**src/design/trmb_pkg.sv**
```systemverilog
// Shared types, constants and rounding helpers for the textured rectangle blender.
package trmb_pkg;

  // Defaults for the top level parameters
  localparam int TEX_MAX_DIM_DEF = 128;
  localparam int FRAC_BITS_DEF   = 24;

  // Input item kinds
  localparam logic OP_TEXEL_WRITE = 1'b0;
  localparam logic OP_SHADE       = 1'b1;

  localparam logic [7:0]  CHAN_MAX   = 8'hFF;
  localparam logic [31:0] WHITE_ARGB = 32'hFFFF_FFFF;
  localparam logic [31:0] FILL_RESET = 32'hFFFF_FFFF;
  localparam logic [15:0] ROUND_HALF = 16'd127;

  // Configuration register indexes
  typedef enum logic [2:0] {
    REG_U_START    = 3'd0,
    REG_U_STEP     = 3'd1,
    REG_V_START    = 3'd2,
    REG_V_STEP     = 3'd3,
    REG_FILL_COLOR = 3'd4,
    REG_TEX_WIDTH  = 3'd5,
    REG_TEX_HEIGHT = 3'd6
  } cfg_reg_e;

  // Mapping registers seen by the coordinate pipe
  typedef struct packed {
    logic [31:0] u_start;
    logic [31:0] u_step;
    logic [31:0] v_start;
    logic [31:0] v_step;
    logic [7:0]  tex_width;
    logic [7:0]  tex_height;
  } trmb_cfg_t;

  // Per-word control plus payload once the store address is known
  typedef struct packed {
    logic        op;      // item kind
    logic        white;   // no texture loaded, sample reads as white
    logic        wr_en;   // texel write hits the store
    logic [31:0] word;    // texel data for writes, destination pixel for shades
  } trmb_item_t;

  // floor((x + 127) / 255) for x up to 255*255
  function automatic logic [7:0] rdiv255(input logic [15:0] x);
    logic [16:0] y;
    logic [16:0] s;
    y = 17'(x) + 17'(ROUND_HALF);
    s = y + 17'(y[16:8]) + 17'd1;
    return s[15:8];
  endfunction

  // Channel product with rounding to /255
  function automatic logic [7:0] mod255(input logic [7:0] t, input logic [7:0] c);
    return rdiv255(16'(t) * 16'(c));
  endfunction

endpackage

```
**src/design/trmb_shade.sv**
```systemverilog
// Shading pipe: color modulation, then straight alpha blend over the destination.
module trmb_shade import trmb_pkg::*; (
  input  logic        clk_i,
  input  logic        rst_ni,
  input  logic [31:0] fill_color_i,
  input  logic        in_valid_i,
  output logic        in_ready_o,
  input  trmb_item_t  in_item_i,
  input  logic [31:0] texel_i,
  output logic        out_valid_o,
  input  logic        out_ready_i,
  output logic [31:0] out_pixel_o,
  output logic        write_enable_o
);

  logic v6_q, v7_q;
  logic en6, en7;
  assign en7 = !v7_q || out_ready_i;
  assign en6 = !v6_q || en7;
  assign in_ready_o = en6;

  always_ff @(posedge clk_i or negedge rst_ni) begin
    if (!rst_ni) begin
      v6_q <= 1'b0;
      v7_q <= 1'b0;
    end else begin
      if (en6) v6_q <= in_valid_i;
      if (en7) v7_q <= v6_q;
    end
  end

  // Stage 6: modulate texel by fill color
  logic [31:0] tex;
  assign tex = in_item_i.white ? WHITE_ARGB : texel_i;

  logic [7:0]  ma_q, mr_q, mg_q, mb_q;
  logic        op6_q;
  logic [31:0] dst_q;
  always_ff @(posedge clk_i) begin
    if (en6) begin
      ma_q  <= mod255(tex[31:24], fill_color_i[31:24]);
      mr_q  <= mod255(tex[23:16], fill_color_i[23:16]);
      mg_q  <= mod255(tex[15:8],  fill_color_i[15:8]);
      mb_q  <= mod255(tex[7:0],   fill_color_i[7:0]);
      op6_q <= in_item_i.op;
      dst_q <= in_item_i.word;
    end
  end

  // Stage 7: blend, alpha forced opaque; skip writes and zero alpha
  function automatic logic [7:0] blend(input logic [7:0] m, input logic [7:0] a,
                                       input logic [7:0] d);
    logic [15:0] sum;
    sum = 16'(m) * 16'(a) + 16'(d) * 16'(CHAN_MAX - a);
    return rdiv255(sum);
  endfunction

  logic        keep;
  logic [31:0] pix_q;
  logic        we_q;
  assign keep = (op6_q == OP_SHADE) && (ma_q != '0);

  always_ff @(posedge clk_i) begin
    if (en7) begin
      we_q  <= keep;
      pix_q <= keep ? {CHAN_MAX,
                       blend(mr_q, ma_q, dst_q[23:16]),
                       blend(mg_q, ma_q, dst_q[15:8]),
                       blend(mb_q, ma_q, dst_q[7:0])} : '0;
    end
  end

  assign out_valid_o    = v7_q;
  assign out_pixel_o    = pix_q;
  assign write_enable_o = we_q;

endmodule
```
**config.mk**
```make
export PLATFORM = sky130hd
export DESIGN_NAME = trmb_shade
export DESIGN_NICKNAME = d
export VERILOG_FILES = /design/src/design/trmb_pkg.sv /design/src/design/trmb_shade.sv
export SDC_FILE = /design/constraint.sdc
export NUM_CORES = 2
export LEC_CHECK = 0
export BUFFER_PORTS_ARGS = -buffer_cell sky130_fd_sc_hd__buf_4
export CORE_AREA = 2 2 214 237
export DETAILED_ROUTE_END_ITERATION = 10
export DIE_AREA = 0 0 216 239
export PLACE_DENSITY = 0.86
export SKIP_CTS_REPAIR_TIMING = 1
export SYNTH_ARGS = -nofsm -noshare
export SYNTH_HDL_FRONTEND = slang
export SYNTH_SLANG_ARGS = --single-unit
```
**constraint.sdc**
```tcl
create_clock -name clk_i -period 11.38 [get_ports clk_i]
set_input_delay 2.276 -clock clk_i [delete_from_list [all_inputs] [get_ports clk_i]]
set_output_delay 2.276 -clock clk_i [all_outputs]
set_load 0.01 [all_outputs]
```
==> metrics.yaml <==
final_common_cell: "inv_1"
hold_path_class: "reg2reg"
dr_wl_met3_um: 3300
drv_slew: 0
slowest_delay_ps: 1040
die_y_um: 239
hpwl_um: 48200
multiInputGateArea_um2: 23000
initialDrtViolationCount: 989
start_util_pct: 57.2
fmax_mhz: 109
worst_slew_pin_slew_ps: 1050
r2r_end: "out_pixel_o[23]"
cts.htree.levels: 3
drive_above_1_share_pct: 6.70
critPathArrivalTime_ps: 9290
met1_length_um: 24600
fin_ws_ps: 2240
whs_endpoint: "out_valid_o"
r2r_setup_slack_ps: 2240
path_max_fanout: 26
place_congestion: 0.883
die_area_um2: 51600
clk_path_buf_depth: 2
cp_top_family: "adder cells"
die_w_um: 216
regArea_um2: 2510
min_from: "v6_q"
synth-edff-count: 82
synth_flop_cell: "edfxtp_1"
synthArstFlopShare_pct: 2.38
critPathBufInv: 5
dr.max_layer_used: "met5"
core_area_um2: 49500
via_per_inst: 5.41
cpMostUsedCell: "fa_1"
grt_pass1_vias: 22500
cts_tree: "done"
clk_latency_ps: 390
yosysSeqAreaShare_pct: 8.88
wl_per_cell_um: 14.9
grt_max_degree: 61
vias: 21000
cts-buffers-inserted: 9
cpMaxStageDelayCell: "edfxtp_1"
drc: 0
fin_nets: 4178
ys_types: 92
detail_route.wirelength_um: 57800
met2_length_um: 28500
grt_pass1_wl_um: 102000
grtUsageTotal_pct: 23.9
avgSynthCellArea_um2: 8.98
ys_seq_elements: 84
holdWs_ps: 487
fillerInstances: 4082
worstRegToRegCells: 28
skew_ps: 10.5
cts.sinks: 84
cp-end-kind: "flip-flop"
clkTransAtPathRegs_ps: 70
path_class: "reg2reg"
io_buffers: 128
cts_root_buf: "clkbuf_16"
setup_viol: 0
dp_slack_ps: 2000
finalCritPeriodShare_pct: 80.3
holdPathStages: 1
antenna_left: 0
synth_cells: 3151
max_cap_viol_count: 0
synthToLayoutAreaGrowth_pct: 6.45
slew_headroom_pct: 30.3
grt_overflow: 0
core.rowCount: 86
io_pins: 138
outcome: "complete, no violations"
required_ps: 11520
rsz0062_at_grt: "no"
hold_viol: 0
synth_warnings: 0
final_cell_mix: "656 x inv_1, 455 x fa_1, 400 x ha_1"
netlist_area_um2: 28300
r2r-start: "ma_q[4]"
dr.pass1.iters: 5
antenna_found_initial: 3
tns_ps: 0
start_kind: "flip-flop"
period_minus_slack_ps: 9140
[metal layers]
layer / vias up / track usage, %
li1: 9988 / -
met1: 10300 / 29.9
met2: 572 / 42.2
met3: 101 / 3.49
met4: 4 / 8.53
met5: - / 0
[synthesized netlist by cell type (all sizes together), types with 4 or more instances]
master | count | share of area, %
xnor3 | 4 | 0.32
or4 | 5 | 0.13
o21ai | 88 | 1.6
edfxtp | 82 | 8.7
or3 | 14 | 0.31
a211oi | 14 | 0.39
nor3b | 10 | 0.30
clkbuf | 69 | 0.92
nand3 | 32 | 0.58
nor2 | 99 | 1.3
nand4 | 7 | 0.18
o21a | 29 | 0.77
a21boi | 9 | 0.24
inv | 656 | 8.7
a211o | 8 | 0.25
and2 | 154 | 3.4
or2 | 30 | 0.67
nor4 | 9 | 0.24
or3b | 4 | 0.12
and3 | 11 | 0.27
xor2 | 40 | 1.3
buf | 15 | 0.31
o21bai | 9 | 0.24
nand2b | 104 | 2.3
xnor2 | 106 | 3.3
o211ai | 4 | 0.12
o31ai | 7 | 0.20
a31oi | 4 | 0.088
nor3 | 31 | 0.61
a21o | 25 | 0.67
nand3b | 6 | 0.16
mux2i | 11 | 0.39
a21oi | 80 | 1.4
ha | 400 | 18
nand2 | 305 | 4.0
nor2b | 157 | 3.5
fa | 455 | 32
[flip-flops by register name (all words and copies together) (netlist names)]
name,cells
dst_q,24
out_valid_o,1
mg_q,8
v6_q,1
mb_q,8
mr_q,8
ma_q,8
out_pixel_o,25
op6_q,1
[logic make-up after synthesis]
| family | after synthesis | synth area share, % |
|---|---|---|
| AO/OA/AOI/OAI | 318 | 7.42 |
| other | 1 | 0.0133 |
| adder cells (fa/ha/maj) | 857 | 49.9 |
| AND/OR/NAND/NOR | 989 | 18.5 |
| multiplexers | 11 | 0.389 |
| buffers and inverters | 740 | 9.93 |
| XOR/XNOR | 151 | 4.95 |
| flip-flops | 84 | 8.88 |
[worst register-to-register path, delay by kind of cell (launching register included)]
kind	cells	cell delay, ps
compound gates	9	2000
flops	1	1040
simple gates	5	1320
fa+ha+maj	8	3520
buf+inv	5	630
xor+xnor	1	390
[cell type report]
class,count,area share [%]
Multi-Input combinational cell,2329,76.3
Sequential cell,84,8.34
Inverter,656,8.17
Timing Repair Buffer,140,3.49
Tap cell,660,2.74
Clock buffer,12,0.785
Clock inverter,4,0.166
Antenna cell,1,0.00831
[how the worst max path moves through the flow]
stage / startpoint / depth (start not counted) / endpoint / slack [ps]
floorplan: in_item_i[33] / 30 / mg_q[7] / 2390
global placement: in_item_i[33] / 29 / mr_q[7] / 2120
detailed placement: in_item_i[33] / 29 / mr_q[7] / 2000
CTS: ma_q[3] / 28 / out_pixel_o[23] / 2310
global route: in_item_i[33] / 29 / mr_q[7] / 1650
finish: ma_q[4] / 28 / out_pixel_o[23] / 2240
[through the flow]
| stage | instances | utilization (%) | instance area, um^2 |
|---|---|---|---|
| 6_report | 3886 | 60.9 | 30100 |
| 5_1_grt | 3885 | 60.9 | 30100 |
| 4_1_cts | 3885 | 60.9 | 30100 |
| 3_5_place_dp | 3869 | 60.3 | 29800 |
| 3_3_place_gp | 3869 | 60.3 | 29800 |
| 2_1_floorplan | 3153 | - | 28300 |
Power is not shown: default switching activity piles up to over one toggle a cycle in this logic, so the estimate is an artifact.
