<file path="config.mk">
export PLATFORM = sky130hd
export DESIGN_NAME = trmb_coord
export DESIGN_NICKNAME = d
export VERILOG_FILES = /design/src/design/trmb_pkg.sv /design/src/design/trmb_coord.sv
export SDC_FILE = /design/constraint.sdc
export NUM_CORES = 2
export LEC_CHECK = 0
export ABC_AREA = 1
export ABC_CLOCK_PERIOD_IN_PS = 7700
export BUFFER_PORTS_ARGS = -buffer_cell sky130_fd_sc_hd__clkbuf_2
export CORE_UTILIZATION = 50
export DETAILED_ROUTE_END_ITERATION = 10
export GPL_ROUTABILITY_DRIVEN = 0
export HOLD_SLACK_MARGIN = 0.08
export PLACE_DENSITY = 0.67
export SETUP_SLACK_MARGIN = 0.5
export SYNTH_ARGS = -nofsm -noshare
export SYNTH_HDL_FRONTEND = slang
export SYNTH_SLANG_ARGS = --single-unit
</file>
<file path="constraint.sdc">
create_clock -name clk_i -period 7.7 [get_ports clk_i]
set_input_delay 0.385 -clock clk_i [delete_from_list [all_inputs] [get_ports clk_i]]
set_output_delay 0.385 -clock clk_i [all_outputs]
set_load 0.02 [all_outputs]
</file>
<file path="src/design/trmb_pkg.sv">
// Shared types, constants and rounding helpers for the textured rectangle blender.
package trmb_pkg;

  // Defaults for the top level parameters
  localparam int TEX_MAX_DIM_DEF = 128;
  localparam int FRAC_BITS_DEF   = 24;

  // Input item kinds
  localparam logic OP_TEXEL_WRITE = 1'b0;
  localparam logic OP_SHADE       = 1'b1;

  localparam logic [7:0]  CHAN_MAX   = 8'hFF;
  localparam logic [31:0] WHITE_ARGB = 32'hFFFF_FFFF;
  localparam logic [31:0] FILL_RESET = 32'hFFFF_FFFF;
  localparam logic [15:0] ROUND_HALF = 16'd127;

  // Configuration register indexes
  typedef enum logic [2:0] {
    REG_U_START    = 3'd0,
    REG_U_STEP     = 3'd1,
    REG_V_START    = 3'd2,
    REG_V_STEP     = 3'd3,
    REG_FILL_COLOR = 3'd4,
    REG_TEX_WIDTH  = 3'd5,
    REG_TEX_HEIGHT = 3'd6
  } cfg_reg_e;

  // Mapping registers seen by the coordinate pipe
  typedef struct packed {
    logic [31:0] u_start;
    logic [31:0] u_step;
    logic [31:0] v_start;
    logic [31:0] v_step;
    logic [7:0]  tex_width;
    logic [7:0]  tex_height;
  } trmb_cfg_t;

  // Per-word control plus payload once the store address is known
  typedef struct packed {
    logic        op;      // item kind
    logic        white;   // no texture loaded, sample reads as white
    logic        wr_en;   // texel write hits the store
    logic [31:0] word;    // texel data for writes, destination pixel for shades
  } trmb_item_t;

  // floor((x + 127) / 255) for x up to 255*255
  function automatic logic [7:0] rdiv255(input logic [15:0] x);
    logic [16:0] y;
    logic [16:0] s;
    y = 17'(x) + 17'(ROUND_HALF);
    s = y + 17'(y[16:8]) + 17'd1;
    return s[15:8];
  endfunction

  // Channel product with rounding to /255
  function automatic logic [7:0] mod255(input logic [7:0] t, input logic [7:0] c);
    return rdiv255(16'(t) * 16'(c));
  endfunction

endpackage

</file>
<file path="src/design/trmb_coord.sv">
// Coordinate pipe: texture coordinates, nearest index, clamp and store address.
module trmb_coord import trmb_pkg::*; #(
  parameter int TEX_MAX_DIM = TEX_MAX_DIM_DEF,
  parameter int FRAC_BITS   = FRAC_BITS_DEF,
  localparam int ADDR_W     = (TEX_MAX_DIM > 1) ? $clog2(TEX_MAX_DIM * TEX_MAX_DIM) : 1
) (
  input  logic              clk_i,
  input  logic              rst_ni,
  input  trmb_cfg_t         cfg_i,
  input  logic              in_valid_i,
  output logic              in_ready_o,
  input  logic              op_i,
  input  logic [13:0]       texel_addr_i,
  input  logic [31:0]       texel_data_i,
  input  logic [11:0]       col_offset_i,
  input  logic [11:0]       row_offset_i,
  input  logic [31:0]       dest_pixel_i,
  output logic              out_valid_o,
  input  logic              out_ready_i,
  output trmb_item_t        out_item_o,
  output logic [ADDR_W-1:0] out_addr_o
);

  localparam int DIM_W  = $clog2(TEX_MAX_DIM + 1);
  localparam int IDX_W  = (TEX_MAX_DIM > 1) ? $clog2(TEX_MAX_DIM) : 1;
  localparam int CMP_W  = (DIM_W > 8) ? DIM_W : 8;
  localparam int C2_W   = 47;
  localparam int P_W    = C2_W + DIM_W + 1;
  localparam int LIN_W  = ADDR_W + DIM_W;
  localparam int TA_W   = (ADDR_W + 1 > 14) ? ADDR_W + 1 : 14;
  localparam logic [CMP_W-1:0] DIM_MAX   = CMP_W'(TEX_MAX_DIM);
  localparam logic [TA_W-1:0]  DEPTH_CMP = TA_W'(TEX_MAX_DIM * TEX_MAX_DIM);

  // Clamped texture size
  logic [DIM_W-1:0] tw, th;
  logic             white;
  always_comb begin
    tw = (CMP_W'(cfg_i.tex_width) > DIM_MAX) ? DIM_W'(TEX_MAX_DIM)
                                              : DIM_W'(cfg_i.tex_width);
    th = (CMP_W'(cfg_i.tex_height) > DIM_MAX) ? DIM_W'(TEX_MAX_DIM)
                                               : DIM_W'(cfg_i.tex_height);
    white = (tw == '0) || (th == '0);
  end

  // Stage handshake: a stage loads when empty or when its word moves on
  logic v1_q, v2_q, v3_q, v4_q;
  logic en1, en2, en3, en4;
  assign en4 = !v4_q || out_ready_i;
  assign en3 = !v3_q || en4;
  assign en2 = !v2_q || en3;
  assign en1 = !v1_q || en2;
  assign in_ready_o = en1;

  always_ff @(posedge clk_i or negedge rst_ni) begin
    if (!rst_ni) begin
      v1_q <= 1'b0;
      v2_q <= 1'b0;
      v3_q <= 1'b0;
      v4_q <= 1'b0;
    end else begin
      if (en1) v1_q <= in_valid_i;
      if (en2) v2_q <= v1_q;
      if (en3) v3_q <= v2_q;
      if (en4) v4_q <= v3_q;
    end
  end

  // Stage 1: doubled coordinate 2*start + (2*off+1)*step
  function automatic logic signed [C2_W-1:0] coord2(input logic [31:0] start,
                                                    input logic [31:0] step,
                                                    input logic [11:0] off);
    logic signed [C2_W-1:0] s2;
    logic signed [C2_W-1:0] prod;
    s2   = C2_W'($signed({start, 1'b0}));
    prod = C2_W'($signed({1'b0, off, 1'b1})) * C2_W'($signed(step));
    return s2 + prod;
  endfunction

  logic signed [C2_W-1:0] cu_q, cv_q;
  logic                   op1_q, op2_q, op3_q;
  logic [31:0]            word1_q, word2_q, word3_q;
  logic [13:0]            ta1_q, ta2_q, ta3_q;

  always_ff @(posedge clk_i) begin
    if (en1) begin
      cu_q    <= coord2(cfg_i.u_start, cfg_i.u_step, col_offset_i);
      cv_q    <= coord2(cfg_i.v_start, cfg_i.v_step, row_offset_i);
      op1_q   <= op_i;
      word1_q <= (op_i == OP_TEXEL_WRITE) ? texel_data_i : dest_pixel_i;
      ta1_q   <= texel_addr_i;
    end
  end

  // Stage 2: scale by texture size
  logic signed [P_W-1:0] pu_q, pv_q;
  always_ff @(posedge clk_i) begin
    if (en2) begin
      pu_q    <= P_W'(cu_q) * P_W'($signed({1'b0, tw}));
      pv_q    <= P_W'(cv_q) * P_W'($signed({1'b0, th}));
      op2_q   <= op1_q;
      word2_q <= word1_q;
      ta2_q   <= ta1_q;
    end
  end

  // Stage 3: drop fraction and clamp to 0..dim-1
  function automatic logic [IDX_W-1:0] near_idx(input logic signed [P_W-1:0] p,
                                                input logic [DIM_W-1:0] dim);
    logic [P_W-1:0] sh;
    sh = P_W'(p >>> (FRAC_BITS + 1));
    if (p[P_W-1])
      return '0;
    else if (sh >= P_W'(dim))
      return IDX_W'(dim - 1'b1);
    else
      return sh[IDX_W-1:0];
  endfunction

  logic [IDX_W-1:0] sx_q, sy_q;
  always_ff @(posedge clk_i) begin
    if (en3) begin
      sx_q    <= near_idx(pu_q, tw);
      sy_q    <= near_idx(pv_q, th);
      op3_q   <= op2_q;
      word3_q <= word2_q;
      ta3_q   <= ta2_q;
    end
  end

  // Stage 4: linear store address, or the write address for texel loads
  logic [LIN_W-1:0] lin;
  logic             ta_hit;
  assign lin    = LIN_W'(sy_q) * LIN_W'(tw) + LIN_W'(sx_q);
  assign ta_hit = TA_W'(ta3_q) < DEPTH_CMP;

  trmb_item_t        item4_q;
  logic [ADDR_W-1:0] addr4_q;
  always_ff @(posedge clk_i) begin
    if (en4) begin
      item4_q.op    <= op3_q;
      item4_q.white <= white;
      item4_q.wr_en <= (op3_q == OP_TEXEL_WRITE) && ta_hit;
      item4_q.word  <= word3_q;
      addr4_q       <= (op3_q == OP_TEXEL_WRITE) ? ADDR_W'(ta3_q) : lin[ADDR_W-1:0];
    end
  end

  assign out_valid_o = v4_q;
  assign out_item_o  = item4_q;
  assign out_addr_o  = addr4_q;

endmodule

</file>
==> summary.md <==
| Metric | Value |
|---|---|
| Status | finished, violations left |
| Failing checks | DRC |
| RSZ-0062 raised after global routing | false |
| Height of the die | between 300 and 400 um |
| Final period util | roughly 80% |
| Final ANT Viol Nets | 0 |
| Worst Path Arrival | around 6400 ps |
| Post-synth EDFFs | 360 |
| Max Cap Viol | 0 |
| Worst Hold Path EP | word1_q[20]$_DFFE_PP_ |
| R2R depth | 18 |
| Iter 0 DRT Violations | ~4400 |
| Io pins | around 300 |
| Hold crit path type | input port to flop |
| Setup ws final | around 1700 ps |
| First-pass GRT wire length | between 300000 and 400000 um |
| Minimum clock period | ~6000 ps |
| CP Launch Type | input port |
| Hold depth | 2 |
| Critical Path End Type | flop |
| Clock root buffer | clkbuf_16 |
| Vias | roughly 57000 |
| Accumulated negative setup slack | 0 ps |
| Worst setup path class | input port to flop |
| Pre-CTS setup slack | 1193 ps |
| GRT Overall Usage | about a quarter |
| Clock sinks | between 300 and 400 |
| Worst Max-Slew Pin Slew | 1017 ps |
| Post-Route WL | 187300 um |
| TritonCTS clock tree | yes |
| R2r setup slk | approximately 2100 ps |
| Register area share after synthesis | between 10% and 20% |
| DIE WIDTH | around 380 um |
| Residual DRC | 30 |
| Vias per Instance | roughly 5.2 |
| Most used flip-flop cell after synthesis | edfxtp_1 |
| Core area | approximately 140000 um2 |
| Slew Limit Fails | 0 |
| Synth cell types | 46 |
| Starting Density | 50.58% |
| Number of port buffers | between 300 and 400 |
| Max Root-Sink Buffers | 3 |
| WL per Instance | between 15 and 20 um |
| CTS Buf Count | 39 |
| # H-tree levels | 2 |
| Total gr overflow | 0 |
| DP HPWL | about 160000 um |
| Initial antenna violation count | 6 |
| Async SR Flop Fraction | about 1.1% |
| Fin util | between 50 and 60% |
| Slew headroom | between 30% and 40% |
| Final setup viols | 0 |
| Mapped Avg Cell Area | around 8.3 um2 |
| Row count | between 100 and 150 |
| Final hold violations | 0 |
| Mapped cell area | 72830 um2 |
| Cells after Synth | roughly 8800 |
| Max Fclk | roughly 0.17 GHz |
| FF+latch count, synth | roughly 360 |
| Commonest non-fill, non-tap cells in the layout | inv_1, nand2_1, fa_1 |
| Post_cts resized | 0 |
| Fin nets | about 11000 |
| Worst EP required | just over 8000 ps |
| Commonest non-fill, non-tap cell in the layout | inv_1 |
| Number of iterations in the first detailed-routing pass | 9 |
| Layout Skew | 17.49 ps |
| Skew-Pair Late Insertion Delay | between 500 and 600 ps |
| R2R Path End | pu_q[55]$_DFFE_PP_ |
| Reg clk slew, reported paths | 70 ps |
| Synth Warn # | 0 |
| Layout cells sized above 1 | between 5 and 6% |
| Die ar. | roughly 150000 um2 |
| Net count after synthesis | roughly 11000 |
| Largest net degree at the start of global routing | between 100 and 150 |
| Hold wc startpoint | texel_data_i[20] |
| Highest net fanout along the worst path | 32 |
| Vias in the first global route | 59510 |
| Layout area overhead | 6.575% |
| R2R Path Start | cu_q[46]$_DFFE_PP_ |
==> layout make-up <==
type                            count  area, um2
Antenna cell                        5      12.51
Fill cell                       13400      66380
Multi-Input combinational cell   5691      51590
Clock inverter                     24      274.0
Timing Repair Buffer              353       1989
Inverter                         2516       9447
Tap cell                         1903       2381
Sequential cell                   364      10910
Clock buffer                       48       1010
==> what timing repair did <==
| item | 4_1_cts | 5_1_grt |
|---|---|---|
| buffers inserted | 0 | 0 |
| endpoints found under the hold margin | 26 | 0 |
| hold buffers | 27 | 0 |
==> worst max path at each step <==
stage	from	endpoint	cells past startpoint
floorplan	out_valid_o$_DFFE_PN0P_	cu_q[0]$_DFFE_PP_	7
global placement	col_offset_i[4]	cu_q[45]$_DFFE_PP_	21
detailed placement	col_offset_i[4]	cu_q[45]$_DFFE_PP_	21
CTS	col_offset_i[4]	cu_q[45]$_DFFE_PP_	21
global route	col_offset_i[4]	cu_q[45]$_DFFE_PP_	21
finish	col_offset_i[7]	cu_q[42]$_DFFE_PP_	19
==> registers in the layout, summed over array words and instances (netlist names), 7 cells and up <==
signal,count
cu_q,47
cv_q,47
out_item_o,35
word1_q,32
word2_q,32
word3_q,32
pu_q,31
pv_q,31
out_addr_o,14
ta1_q,14
ta2_q,14
ta3_q,14
sx_q,7
sy_q,7
==> critical path: stages <==
cell      delay (ps)
clkbuf_2         710
nand2_1          200
fa_1             600
inv_1             60
fa_1             560
fa_1             440
fa_1             480
fa_1             530
fa_1             430
ha_1             500
nand2_1          120
nor2_1           150
inv_1             70
nor2_1           160
inv_1             80
nor3_1           240
nand3_1          190
nand3_1          160
xor2_1           260
==> layer usage <==
layer	vias up	GRT usage, %	wire length, um
met2	2237	42.22	86320
li1	26000	-	-
met1	28170	37.45	82210
met4	0	6.898	5164
met3	340	2.894	13650
met5	-	0	0
==> per-stage QoR <==
step	std cells	hold slack (ps)	cell area (um2)
after floorplan	8810	89.41	72830
after global placement	10800	198.3	76050
after detailed placement	10800	205.1	76050
after CTS	10900	80.12	77610
after global routing	10900	95.66	77610
final	10900	112.8	77620
==> Yosys cell counts (32+ instances only) <==
cell type  instances  area (um2)
a21o_1            33       247.7
a21oi_1          263        1316
clkbuf_1         201       754.5
edfxtp_1         360       10810
fa_1            1435       28730
ha_1             482        6031
inv_1           2508        9414
mux2_2            32       360.4
nand2_1         1893        7106
nand3_1          147       735.7
nand4_1           37       231.5
nor2_1           813        3052
nor3_1            42       210.2
o21ai_0          177       885.9
o21bai_1          42       315.3
xnor2_1           41       359.1
xor2_1           108       945.9
==> logic make-up (layout without fill, tap and decap cells) <==
| kind of cell | Yosys count | in the layout | synth area share, % |
|---|---|---|---|
| AND/OR/NAND/NOR | 2984 | 2984 | 16.05 |
| buffers and inverters | 2755 | 2941 | 14.22 |
| adder cells (fa/ha/maj) | 1917 | 1917 | 47.73 |
| AO/OA/AOI/OAI | 609 | 609 | 4.731 |
| flip-flops | 364 | 364 | 14.98 |
| XOR/XNOR | 149 | 149 | 1.792 |
| multiplexers | 32 | 32 | 0.4948 |
| other | 0 | 5 | 0 |
Power is not shown: default switching activity piles up to over one toggle a cycle in this logic, so the estimate is an artifact.
